===== config.mk =====
export PLATFORM = sky130hd
export DESIGN_NAME = first_fit_heap_allocator_unit
export DESIGN_NICKNAME = d
export VERILOG_FILES = /design/src/sv/ffha_pkg.sv /design/src/sv/ffha_ctrl.sv /design/src/sv/ffha_dp.sv /design/src/sv/first_fit_heap_allocator_unit.sv
export SDC_FILE = /design/constraint.sdc
export NUM_CORES = 2
export LEC_CHECK = 0
export ABC_AREA = 0
export BUFFER_PORTS_ARGS = -buffer_cell sky130_fd_sc_hd__buf_2
export CORE_UTILIZATION = 60
export CTS_BUF_LIST = sky130_fd_sc_hd__clkbuf_4 sky130_fd_sc_hd__clkbuf_8
export CTS_CLUSTER_DIAMETER = 100
export DETAILED_ROUTE_END_ITERATION = 8
export PLACE_DENSITY = 0.74
export SLEW_MARGIN = 20
export SYNTH_ARGS = -nofsm -noshare
export SYNTH_HDL_FRONTEND = slang
export SYNTH_SLANG_ARGS = --single-unit

===== constraint.sdc =====
create_clock -name clock -period 30.6 [get_ports clock]
set_clock_uncertainty 0.2 [all_clocks]
set_input_delay 4.59 -clock clock [delete_from_list [all_inputs] [get_ports clock]]
set_output_delay 4.59 -clock clock [all_outputs]
set_load 0.05 [all_outputs]

===== src/sv/ffha_pkg.sv =====
`timescale 1ns / 1ps
package ffha_pkg;

   localparam int REQ_DATA_W = 24;
   localparam int RSP_DATA_W = 24;
   localparam int SIZE_W     = 11;
   localparam int OFFSET_W   = 10;
   localparam int STATUS_W   = 2;

   localparam logic CMD_ALLOC = 1'b0;
   localparam logic CMD_FREE  = 1'b1;

   localparam logic [STATUS_W-1:0] ST_OK      = 2'd0;
   localparam logic [STATUS_W-1:0] ST_NOFIT   = 2'd1;
   localparam logic [STATUS_W-1:0] ST_BADFREE = 2'd2;

   typedef enum logic [4:0] {
      OP_NONE,
      OP_LOAD,
      OP_RD_H,
      OP_STEP,
      OP_NOFIT,
      OP_BAD,
      OP_GRANT,
      OP_SPLIT,
      OP_LINK_SPLIT,
      OP_FREE_CUR,
      OP_RD_NEXT,
      OP_ABS_NEXT,
      OP_WR_CUR,
      OP_LINK_CUR,
      OP_RD_PRIOR,
      OP_RD_P,
      OP_ABS_PREV,
      OP_RES_OK,
      OP_EMIT
   } op_type;

   typedef struct packed {
      op_type op;
   } dp_cmd_type;

   typedef struct packed {
      logic is_free;
      logic bad_addr;
      logic rd_hdr;
      logic rd_free;
      logic fits;
      logic split_now;
      logic rd_past;
      logic next_in;
      logic h_zero;
      logic prev_ok;
      logic out_slot;
   } dp_stat_type;

endpackage


===== src/sv/ffha_ctrl.sv =====
`timescale 1ns / 1ps
module ffha_ctrl (
   input  logic                  clock,
   input  logic                  reset,
   input  logic                  req_tvalid,
   output logic                  req_tready,
   input  ffha_pkg::dp_stat_type stat,
   output ffha_pkg::dp_cmd_type  cmd
);

   typedef enum logic [17:0] {
      S_IDLE   = 18'h00001,
      S_A_RD   = 18'h00002,
      S_A_EVAL = 18'h00004,
      S_A_SPL  = 18'h00008,
      S_A_LNK  = 18'h00010,
      S_F_CHK  = 18'h00020,
      S_F_EVAL = 18'h00040,
      S_F_RDN  = 18'h00080,
      S_F_NEV  = 18'h00100,
      S_F_WRC  = 18'h00200,
      S_F_LNK  = 18'h00400,
      S_F_PRV  = 18'h00800,
      S_F_PEV0 = 18'h01000,
      S_F_PEV  = 18'h02000,
      S_F_WRP  = 18'h04000,
      S_F_LNP  = 18'h08000,
      S_RES    = 18'h10000,
      S_DONE   = 18'h20000
   } state_type;

   state_type state_ff, state_in;

   assign req_tready = (state_ff == S_IDLE);

   always_comb begin
      state_in = state_ff;
      cmd.op   = ffha_pkg::OP_NONE;
      case (state_ff)
         S_IDLE: begin
            if (req_tvalid) begin
               cmd.op   = ffha_pkg::OP_LOAD;
               state_in = S_A_RD;
            end
         end
         S_A_RD: begin
            if (stat.is_free) begin
               state_in = S_F_CHK;
            end else begin
               cmd.op   = ffha_pkg::OP_RD_H;
               state_in = S_A_EVAL;
            end
         end
         S_A_EVAL: begin
            if (stat.fits) begin
               cmd.op   = ffha_pkg::OP_GRANT;
               state_in = stat.split_now ? S_A_SPL : S_RES;
            end else if (stat.rd_past) begin
               cmd.op   = ffha_pkg::OP_NOFIT;
               state_in = S_DONE;
            end else begin
               cmd.op   = ffha_pkg::OP_STEP;
               state_in = S_A_RD;
            end
         end
         S_A_SPL: begin
            cmd.op   = ffha_pkg::OP_SPLIT;
            state_in = S_A_LNK;
         end
         S_A_LNK: begin
            cmd.op   = ffha_pkg::OP_LINK_SPLIT;
            state_in = S_RES;
         end
         S_F_CHK: begin
            if (stat.bad_addr) begin
               cmd.op   = ffha_pkg::OP_BAD;
               state_in = S_DONE;
            end else begin
               cmd.op   = ffha_pkg::OP_RD_H;
               state_in = S_F_EVAL;
            end
         end
         S_F_EVAL: begin
            if (!stat.rd_hdr) begin
               cmd.op   = ffha_pkg::OP_BAD;
               state_in = S_DONE;
            end else begin
               cmd.op   = ffha_pkg::OP_FREE_CUR;
               state_in = S_F_RDN;
            end
         end
         S_F_RDN: begin
            if (stat.next_in) begin
               cmd.op   = ffha_pkg::OP_RD_NEXT;
               state_in = S_F_NEV;
            end else begin
               state_in = S_F_PRV;
            end
         end
         S_F_NEV: begin
            if (stat.rd_hdr && stat.rd_free) begin
               cmd.op   = ffha_pkg::OP_ABS_NEXT;
               state_in = S_F_WRC;
            end else begin
               state_in = S_F_PRV;
            end
         end
         S_F_WRC: begin
            cmd.op   = ffha_pkg::OP_WR_CUR;
            state_in = S_F_LNK;
         end
         S_F_LNK: begin
            cmd.op   = ffha_pkg::OP_LINK_CUR;
            state_in = S_F_PRV;
         end
         S_F_PRV: begin
            if (stat.h_zero) begin
               state_in = S_RES;
            end else begin
               cmd.op   = ffha_pkg::OP_RD_PRIOR;
               state_in = S_F_PEV0;
            end
         end
         S_F_PEV0: begin
            cmd.op   = ffha_pkg::OP_RD_P;
            state_in = S_F_PEV;
         end
         S_F_PEV: begin
            if (stat.prev_ok) begin
               cmd.op   = ffha_pkg::OP_ABS_PREV;
               state_in = S_F_WRP;
            end else begin
               state_in = S_RES;
            end
         end
         S_F_WRP: begin
            cmd.op   = ffha_pkg::OP_WR_CUR;
            state_in = S_F_LNP;
         end
         S_F_LNP: begin
            cmd.op   = ffha_pkg::OP_LINK_CUR;
            state_in = S_RES;
         end
         S_RES: begin
            cmd.op   = ffha_pkg::OP_RES_OK;
            state_in = S_DONE;
         end
         S_DONE: begin
            if (stat.out_slot) begin
               cmd.op   = ffha_pkg::OP_EMIT;
               state_in = S_IDLE;
            end
         end
         default: begin
            state_in = S_IDLE;
         end
      endcase
   end

   always_ff @(posedge clock) begin
      if (reset) begin
         state_ff <= S_IDLE;
      end else begin
         state_ff <= state_in;
      end
   end

endmodule


===== src/sv/ffha_dp.sv =====
`timescale 1ns / 1ps
module ffha_dp #(
   parameter int HEAP_BYTES   = 1024,
   parameter int HEADER_BYTES = 32,
   parameter int ALIGN_BYTES  = 8
) (
   input  logic                            clock,
   input  logic                            reset,
   input  logic [ffha_pkg::REQ_DATA_W-1:0] req_tdata,
   input  logic                            req_tuser,
   output logic                            rsp_tvalid,
   input  logic                            rsp_tready,
   output logic [ffha_pkg::RSP_DATA_W-1:0] rsp_tdata,
   input  ffha_pkg::dp_cmd_type            cmd,
   output ffha_pkg::dp_stat_type           stat
);

   localparam int GRANULES = HEAP_BYTES / ALIGN_BYTES;
   localparam int GW       = $clog2(GRANULES);
   localparam int AL       = $clog2(ALIGN_BYTES);
   localparam int BW       = $clog2(HEAP_BYTES + 1);
   localparam int SW       = BW + 1;
   localparam int CW       = ((SW > 12) ? SW : 12) + 1;
   localparam int MW       = BW + 2;

   localparam logic [CW-1:0] HDR_C  = CW'(HEADER_BYTES);
   localparam logic [CW-1:0] HEAP_C = CW'(HEAP_BYTES);
   localparam logic [MW-1:0] ENTRY0 = {2'b11, BW'(HEAP_BYTES - HEADER_BYTES)};

   // entry word: {header_here, block_free, block_bytes}
   logic [MW-1:0] main_mem [GRANULES];
   logic [GW-1:0] prior_mem [GRANULES];
   logic [GRANULES-1:0] valid_ff;

   logic          mw_en;
   logic [GW-1:0] mw_addr;
   logic [MW-1:0] mw_data;
   logic [GW-1:0] mr_addr;
   logic          pw_en;
   logic [GW-1:0] pw_addr;
   logic [GW-1:0] pw_data;

   logic [MW-1:0] rd_word_ff;
   logic          rd_valid_ff;
   logic          rd_zero_ff;
   logic [GW-1:0] prior_rd_ff;

   logic                                  cmd_ff, cmd_in;
   logic [CW-1:0]                         want_ff, want_in;
   logic                                  bad_ff, bad_in;
   logic [GW-1:0]                         h_ff, h_in;
   logic [BW-1:0]                         cur_ff, cur_in;
   logic [BW-1:0]                         rem_ff, rem_in;
   logic [GW-1:0]                         fol_ff, fol_in;
   logic                                  fol_ok_ff, fol_ok_in;
   logic [GW-1:0]                         n_ff, n_in;
   logic [GW-1:0]                         p_ff, p_in;
   logic [ffha_pkg::STATUS_W-1:0]         res_st_ff, res_st_in;
   logic [ffha_pkg::OFFSET_W-1:0]         res_off_ff, res_off_in;
   logic [ffha_pkg::SIZE_W-1:0]           res_size_ff, res_size_in;
   logic                                  rsp_valid_ff, rsp_valid_in;
   logic [ffha_pkg::RSP_DATA_W-1:0]       rsp_data_ff, rsp_data_in;

   logic [MW-1:0] rd_word;
   logic          rd_hdr;
   logic          rd_free;
   logic [BW-1:0] rd_bytes;
   logic [CW-1:0] h_byte;
   logic [CW-1:0] rd_next;
   logic [CW-1:0] cur_next;
   logic [CW-1:0] req_size;
   logic [CW-1:0] req_off;
   logic [CW-1:0] free_h;
   logic [CW-1:0] split_at;
   logic          fits;

   assign rd_word  = rd_valid_ff ? rd_word_ff : (rd_zero_ff ? ENTRY0 : '0);
   assign rd_hdr   = rd_word[MW-1];
   assign rd_free  = rd_word[MW-2];
   assign rd_bytes = rd_word[BW-1:0];

   assign h_byte   = CW'(h_ff) << AL;
   assign rd_next  = h_byte + HDR_C + CW'(rd_bytes);
   assign cur_next = h_byte + HDR_C + CW'(cur_ff);
   assign req_size = CW'(req_tdata[ffha_pkg::SIZE_W-1:0]);
   assign req_off  = CW'(req_tdata[ffha_pkg::SIZE_W +: ffha_pkg::OFFSET_W]);
   assign free_h   = req_off - HDR_C;
   assign split_at = h_byte + HDR_C + want_ff;
   assign fits     = rd_free && (want_ff <= CW'(rd_bytes));

   assign stat.is_free   = cmd_ff;
   assign stat.bad_addr  = bad_ff;
   assign stat.rd_hdr    = rd_hdr;
   assign stat.rd_free   = rd_free;
   assign stat.fits      = fits;
   assign stat.split_now = (CW'(rd_bytes) - want_ff) >= HDR_C;
   assign stat.rd_past   = rd_next >= HEAP_C;
   assign stat.next_in   = cur_next < HEAP_C;
   assign stat.h_zero    = (h_ff == '0);
   assign stat.prev_ok   = (p_ff < h_ff) && rd_hdr && rd_free;
   assign stat.out_slot  = !rsp_valid_ff || rsp_tready;

   assign rsp_tvalid = rsp_valid_ff;
   assign rsp_tdata  = rsp_data_ff;

   always_comb begin
      cmd_in       = cmd_ff;
      want_in      = want_ff;
      bad_in       = bad_ff;
      h_in         = h_ff;
      cur_in       = cur_ff;
      rem_in       = rem_ff;
      fol_in       = fol_ff;
      fol_ok_in    = fol_ok_ff;
      n_in         = n_ff;
      p_in         = p_ff;
      res_st_in    = res_st_ff;
      res_off_in   = res_off_ff;
      res_size_in  = res_size_ff;
      rsp_data_in  = rsp_data_ff;
      rsp_valid_in = rsp_valid_ff && !rsp_tready;
      mw_en        = 1'b0;
      mw_addr      = h_ff;
      mw_data      = '0;
      mr_addr      = h_ff;
      pw_en        = 1'b0;
      pw_addr      = n_ff;
      pw_data      = h_ff;
      case (cmd.op)
         ffha_pkg::OP_LOAD: begin
            cmd_in  = req_tuser;
            want_in = ((req_size + CW'(ALIGN_BYTES - 1)) >> AL) << AL;
            bad_in  = (req_off < HDR_C) || (req_off[AL-1:0] != '0) || (free_h >= HEAP_C);
            h_in    = (req_tuser == ffha_pkg::CMD_FREE) ? free_h[AL +: GW] : '0;
         end
         ffha_pkg::OP_RD_H: begin
            mr_addr = h_ff;
         end
         ffha_pkg::OP_STEP: begin
            h_in = rd_next[AL +: GW];
         end
         ffha_pkg::OP_NOFIT: begin
            res_st_in   = ffha_pkg::ST_NOFIT;
            res_off_in  = '0;
            res_size_in = '0;
         end
         ffha_pkg::OP_BAD: begin
            res_st_in   = ffha_pkg::ST_BADFREE;
            res_off_in  = '0;
            res_size_in = '0;
         end
         ffha_pkg::OP_GRANT: begin
            cur_in    = stat.split_now ? BW'(want_ff) : rd_bytes;
            rem_in    = BW'(CW'(rd_bytes) - want_ff - HDR_C);
            fol_in    = rd_next[AL +: GW];
            fol_ok_in = rd_next < HEAP_C;
            mw_en     = 1'b1;
            mw_addr   = h_ff;
            mw_data   = {2'b10, cur_in};
         end
         ffha_pkg::OP_SPLIT: begin
            n_in    = split_at[AL +: GW];
            mw_en   = 1'b1;
            mw_addr = split_at[AL +: GW];
            mw_data = {2'b11, rem_ff};
            pw_en   = 1'b1;
            pw_addr = split_at[AL +: GW];
            pw_data = h_ff;
         end
         ffha_pkg::OP_LINK_SPLIT: begin
            pw_en   = fol_ok_ff;
            pw_addr = fol_ff;
            pw_data = n_ff;
         end
         ffha_pkg::OP_FREE_CUR: begin
            cur_in  = rd_bytes;
            mw_en   = 1'b1;
            mw_addr = h_ff;
            mw_data = {2'b11, rd_bytes};
         end
         ffha_pkg::OP_RD_NEXT: begin
            n_in    = cur_next[AL +: GW];
            mr_addr = cur_next[AL +: GW];
         end
         ffha_pkg::OP_ABS_NEXT: begin
            cur_in  = BW'(CW'(cur_ff) + HDR_C + CW'(rd_bytes));
            mw_en   = 1'b1;
            mw_addr = n_ff;
            mw_data = '0;
         end
         ffha_pkg::OP_WR_CUR: begin
            mw_en   = 1'b1;
            mw_addr = h_ff;
            mw_data = {2'b11, cur_ff};
         end
         ffha_pkg::OP_LINK_CUR: begin
            pw_en   = cur_next < HEAP_C;
            pw_addr = cur_next[AL +: GW];
            pw_data = h_ff;
         end
         ffha_pkg::OP_RD_PRIOR: begin
            mr_addr = h_ff;
         end
         ffha_pkg::OP_RD_P: begin
            p_in    = prior_rd_ff;
            mr_addr = prior_rd_ff;
         end
         ffha_pkg::OP_ABS_PREV: begin
            cur_in  = BW'(CW'(rd_bytes) + HDR_C + CW'(cur_ff));
            h_in    = p_ff;
            mw_en   = 1'b1;
            mw_addr = h_ff;
            mw_data = '0;
         end
         ffha_pkg::OP_RES_OK: begin
            res_st_in   = ffha_pkg::ST_OK;
            res_off_in  = ffha_pkg::OFFSET_W'(h_byte + HDR_C);
            res_size_in = ffha_pkg::SIZE_W'(cur_ff);
         end
         ffha_pkg::OP_EMIT: begin
            rsp_valid_in = 1'b1;
            rsp_data_in  = {1'b0, res_size_ff, res_off_ff, res_st_ff};
         end
         default: begin
         end
      endcase
   end

   always_ff @(posedge clock) begin
      if (mw_en) begin
         main_mem[mw_addr] <= mw_data;
      end
      if (pw_en) begin
         prior_mem[pw_addr] <= pw_data;
      end
      rd_word_ff  <= main_mem[mr_addr];
      prior_rd_ff <= prior_mem[mr_addr];
   end

   always_ff @(posedge clock) begin
      if (reset) begin
         valid_ff     <= '0;
         rsp_valid_ff <= 1'b0;
         cmd_ff       <= ffha_pkg::CMD_ALLOC;
         bad_ff       <= 1'b0;
      end else begin
         if (mw_en) begin
            valid_ff[mw_addr] <= 1'b1;
         end
         rsp_valid_ff <= rsp_valid_in;
         cmd_ff       <= cmd_in;
         bad_ff       <= bad_in;
      end
   end

   always_ff @(posedge clock) begin
      rd_valid_ff <= valid_ff[mr_addr] || (mw_en && (mw_addr == mr_addr));
      rd_zero_ff  <= (mr_addr == '0);
      want_ff     <= want_in;
      h_ff        <= h_in;
      cur_ff      <= cur_in;
      rem_ff      <= rem_in;
      fol_ff      <= fol_in;
      fol_ok_ff   <= fol_ok_in;
      n_ff        <= n_in;
      p_ff        <= p_in;
      res_st_ff   <= res_st_in;
      res_off_ff  <= res_off_in;
      res_size_ff <= res_size_in;
      rsp_data_ff <= rsp_data_in;
   end

endmodule


===== src/sv/first_fit_heap_allocator_unit.sv =====
`timescale 1ns / 1ps
// First-fit heap allocator. One request in on req_*, exactly one response out on rsp_*.
// req_tuser selects the command (0 allocate, 1 free). An allocate rounds its size up
// to the alignment and walks the block chain from the start for the first free block
// that fits, splitting off the remainder when it can hold a header. A free releases
// a block and merges it with free neighbors on both sides.
// An allocate reads and then evaluates each block it examines; a free checks the
// address, reads its header and merges with the next and then the previous block.
// Each step costs one read of the block table, so the walk of up to 32 blocks dominates.
// One request is in flight at a time; req_tready is high only while idle.
// Responses sit in an output register: when rsp_tready is low the response holds
// and the next request waits until its own response can enter that register.
// Reset (synchronous, active high) leaves one free block covering the whole arena;
// the table has a per-entry valid bit, so no clearing pass is needed.
module first_fit_heap_allocator_unit #(
   parameter int HEAP_BYTES   = 1024,
   parameter int HEADER_BYTES = 32,
   parameter int ALIGN_BYTES  = 8
) (
   input  logic                            clock,
   input  logic                            reset,
   input  logic                            req_tvalid,
   output logic                            req_tready,
   // request_size [10:0], block_offset [20:11], zero [23:21]
   input  logic [ffha_pkg::REQ_DATA_W-1:0] req_tdata,
   // command [0]
   input  logic                            req_tuser,
   output logic                            rsp_tvalid,
   input  logic                            rsp_tready,
   // status [1:0], data_offset [11:2], granted_size [22:12], zero [23]
   output logic [ffha_pkg::RSP_DATA_W-1:0] rsp_tdata
);

   ffha_pkg::dp_cmd_type  cmd;
   ffha_pkg::dp_stat_type stat;

   ffha_ctrl u_ctrl (
      .clock      (clock),
      .reset      (reset),
      .req_tvalid (req_tvalid),
      .req_tready (req_tready),
      .stat       (stat),
      .cmd        (cmd)
   );

   ffha_dp #(
      .HEAP_BYTES   (HEAP_BYTES),
      .HEADER_BYTES (HEADER_BYTES),
      .ALIGN_BYTES  (ALIGN_BYTES)
   ) u_dp (
      .clock      (clock),
      .reset      (reset),
      .req_tdata  (req_tdata),
      .req_tuser  (req_tuser),
      .rsp_tvalid (rsp_tvalid),
      .rsp_tready (rsp_tready),
      .rsp_tdata  (rsp_tdata),
      .cmd        (cmd),
      .stat       (stat)
   );

endmodule


==> metrics.csv <==
metric,value,unit
outcome,finished with violations,
failing checks,design-rule violations,
Synth Cell Area,0.116,sq mm
CP Buf/Inv Count,3,
drt wl/cell,28.5,um
VDD IR max,0.0000612,V
design area,0.129,sq mm
Hold Crit Start,u_dp.res_size_ff[7]$_SDFFCE_PN0P_,
H-Tree Depth,5,
arrival time at the worst endpoint,9090,ps
Static Leak,46.7,nW
Critical path origin,u_dp.h_ff[2]$_DFFE_PP_,
DR vias/cell,6.58,
total core area,0.193,sq mm
worst-path fanout max,37,
number of global-route vias before repair,76400,
area fraction of the dominant cell type after synthesis,68.7,%
CTS tree,built,
final hold violation count,0,
"count leader, synth",edfxtp_1,
first-pass GRT wire length,507000,um
setup TNS,0,ps
"delay-heaviest family, CP",compound AO/OA/AOI/OAI gates,
post-synth top area cell,edfxtp_1,
initial antenna violation count,18,
MaxCap Viol Count,0,
synth top area cells,"edfxtp_1, nand2_1, nand3_1",
CP required,31310,ps
via count,81700,
Worst-Skew Late Latency,1170,ps
post-cts repair resize count,0,
initial DRC count,13100,
Levels on crit path,17,
ys flop type,edfxtp_1,
initial core utilization,60.4,%
Die Y,442,um
grt ovf,0,
fin crit period,8380,ps
"Seq/Total Area, Yosys",71.6,%
crit path capture type,flop,
IO Port Bufs,47,
drt pass-1 iters,9,
DIE WIDTH,442,um
WL final,354000,um
Final Max Slew Viols,0,
"non-filler cells, final",12400,
worst hold path type,reg2reg,
layout cells sized above 1,12.5,%
Placed Instances,11600,
Num Clock Sinks,2831,
Crit Path Category,reg2reg,
drt drc,2,
Worst Tran Pin Value,1320,ps
worst r2r src,u_dp.h_ff[2]$_DFFE_PP_,
Final period util,27.4,%
worst setup path endpoint,u_dp.prior_rd_ff[0]$_DFF_P_,
final setup vio count,0,
Mapped Avg Cell Area,12.4,sq um
"EDFF count, synth",2660,
die area,0.196,sq mm
fin util,66.8,%
Max Clk Rate,119,MHz
hold-fix buffers at CTS,0,
# IOs,55,
final total power,0.00955,W
Final #Nets,9650,
gpl congestion,0.926,
Worst R2R Setup Slack,22220,ps
synth unique cells,96,
area grow syn2layout,10.7,%
"Setup Fix Bufs, Post-CTS",0,
GR Util All Layers,35.4,%
max incr delay on CP,950,ps
async set or reset register ratio after synthesis,0,%
Synthesis Warnings,0,
crit path cell chain,"inv_1, ha_1, ha_1, a21oi_1, o22ai_1, a32oi_1, a21boi_4, nor3_2, or2_4, buf_4, buf_4, nor3_2, and4_1, a2111oi_0, o31ai_1, a221oi_1, a221oi_1",
"top cells by count, synth","edfxtp_1, nand2_1, nand3_1",
CTS root buf,clkbuf_8,
post-route ant nets,0,
Synth Instances,9396,
Startpoint Class,flop,
Rows,161,
worst-case clock buffer depth,4,
largest net degree at the start of global routing,161,
relative slew slack,11.8,%
r2r endpoint,u_dp.prior_rd_ff[0]$_DFF_P_,
Worst path slowest cell,a221oi_1,
R2R cell count,17,
power per cell area,74.2,mW/mm^2
CTS Buf Count,445,
post-DP HPWL,207000,um
placed cell areas,0.120,sq mm
RSZ-0062 raised after global routing,no,
"Reg clk slew, reported paths",60,ps
#FFs+latches synth,2831,
power breakdown:
part / internal (W) / total (W) / switching [W]
registers: 0.00431 / 0.00436 / 0.0000436
logic: 0.000492 / 0.00209 / 0.00160
clock network: 0.00165 / 0.00310 / 0.00145
logic make-up (layout without fill, tap and decap cells):
group / count (synthesis) / after routing / synth area share [%]
DFF: 2831 / 2831 / 71.6
AOI/OAI and AO/OA: 1015 / 1015 / 5.80
adders and majority gates: 62 / 62 / 0.684
xor gates and xnor gates: 59 / 59 / 0.444
other: 1 / 17 / 0.00322
buffers and inverters: 798 / 1286 / 3.16
muxes: 162 / 162 / 1.50
and+or+nand+nor: 4468 / 4468 / 16.8
state kept, by name, summed over array words and instances (netlist names), 2 cells and up:
signal,flops
u_ctrl.state_ff,18
u_dp.cur_ff,11
u_dp.fol_ff,7
u_dp.h_ff,7
u_dp.main_mem,1664
u_dp.n_ff,7
u_dp.p_ff,7
u_dp.prior_mem,896
u_dp.prior_rd_ff,7
u_dp.rd_word_ff,13
u_dp.rem_ff,11
u_dp.res_off_ff,7
u_dp.res_size_ff,11
u_dp.res_st_ff,2
u_dp.rsp_tdata,20
u_dp.valid_ff,128
u_dp.want_ff,9
worst min path at each step:
stage / to / slack (ps) / cells past startpoint
after CTS: u_dp.rsp_tdata[19]$_DFFE_PP_ / 140 / 0
after global placement: u_dp.rsp_tdata[7]$_DFFE_PP_ / 200 / 0
after global routing: u_dp.rsp_tdata[19]$_DFFE_PP_ / 170 / 0
after detailed placement: u_dp.rsp_tdata[18]$_DFFE_PP_ / 200 / 0
final: u_dp.rsp_tdata[19]$_DFFE_PP_ / 150 / 0
after floorplan: u_dp.p_ff[1]$_DFFE_PN_ / 200 / 0
cell usage in the layout (no fill, tap or decap), types with 13 or more instances in the layout:
cell / netlist / final
xnor2_1: 38 / 38
or3_1: 15 / 15
dfxtp_1: 171 / 171
a21o_1: 20 / 20
and3_1: 130 / 130
nand4_1: 67 / 67
clkbuf_4: 0 / 157
nor3_2: 2 / 105
o211ai_1: 36 / 36
xor2_1: 21 / 21
nor3_1: 194 / 62
o21ai_0: 124 / 105
nor2_1: 252 / 243
a31oi_1: 141 / 141
a32oi_1: 64 / 64
nor3_4: 0 / 29
o22ai_1: 157 / 157
clkbuf_8: 0 / 467
edfxtp_1: 2660 / 2660
nand3_1: 1194 / 1193
and2_1: 23 / 22
o21ai_4: 0 / 17
diode_2: 0 / 13
a221oi_1: 20 / 20
clkinv_2: 1 / 36
nand2_1: 2485 / 2482
a311oi_1: 31 / 31
ha_1: 58 / 58
a211oi_1: 21 / 19
a22oi_1: 32 / 32
a21oi_1: 226 / 225
buf_4: 38 / 255
buf_12: 0 / 14
mux2i_1: 146 / 146
buf_2: 401 / 46
inv_1: 190 / 190
nor4_1: 21 / 20
clkinv_1: 0 / 97
final cells by class:
class | instances | area (sq um)
tap | 2526 | 3160
clock inverter | 150 | 843
timing repair buffer | 321 | 2520
antenna | 13 | 32.5
clock buffer | 624 | 7610
inverter | 191 | 718
sequential | 2831 | 83300
fill | 13400 | 63900
multi-input combinational | 5770 | 30500
stage by stage:
stage	hold WS, ps	worst slack [ps]
after floorplan	200	20780
after global placement	202	22630
after detailed placement	205	22620
after CTS	139	22540
after global routing	169	22040
final	152	22220
worst register-to-register path: cells and delay by family (launching register included):
family / cells / cell delay [ps]
simple gates: 4 / 1590
buf+inv: 3 / 1840
compound gates: 8 / 3090
flops: 1 / 640
fa+ha+maj: 2 / 850
per-layer routing:
metal	vias up	routed length, um	global-route usage (%)
met5	-	80	0
met4	12	20200	18.5
met3	1104	51400	9.86
met2	6248	157000	52.6
met1	39700	125000	47.8
li1	34700	-	-
Note: power is estimated with default switching activity, not from simulation.
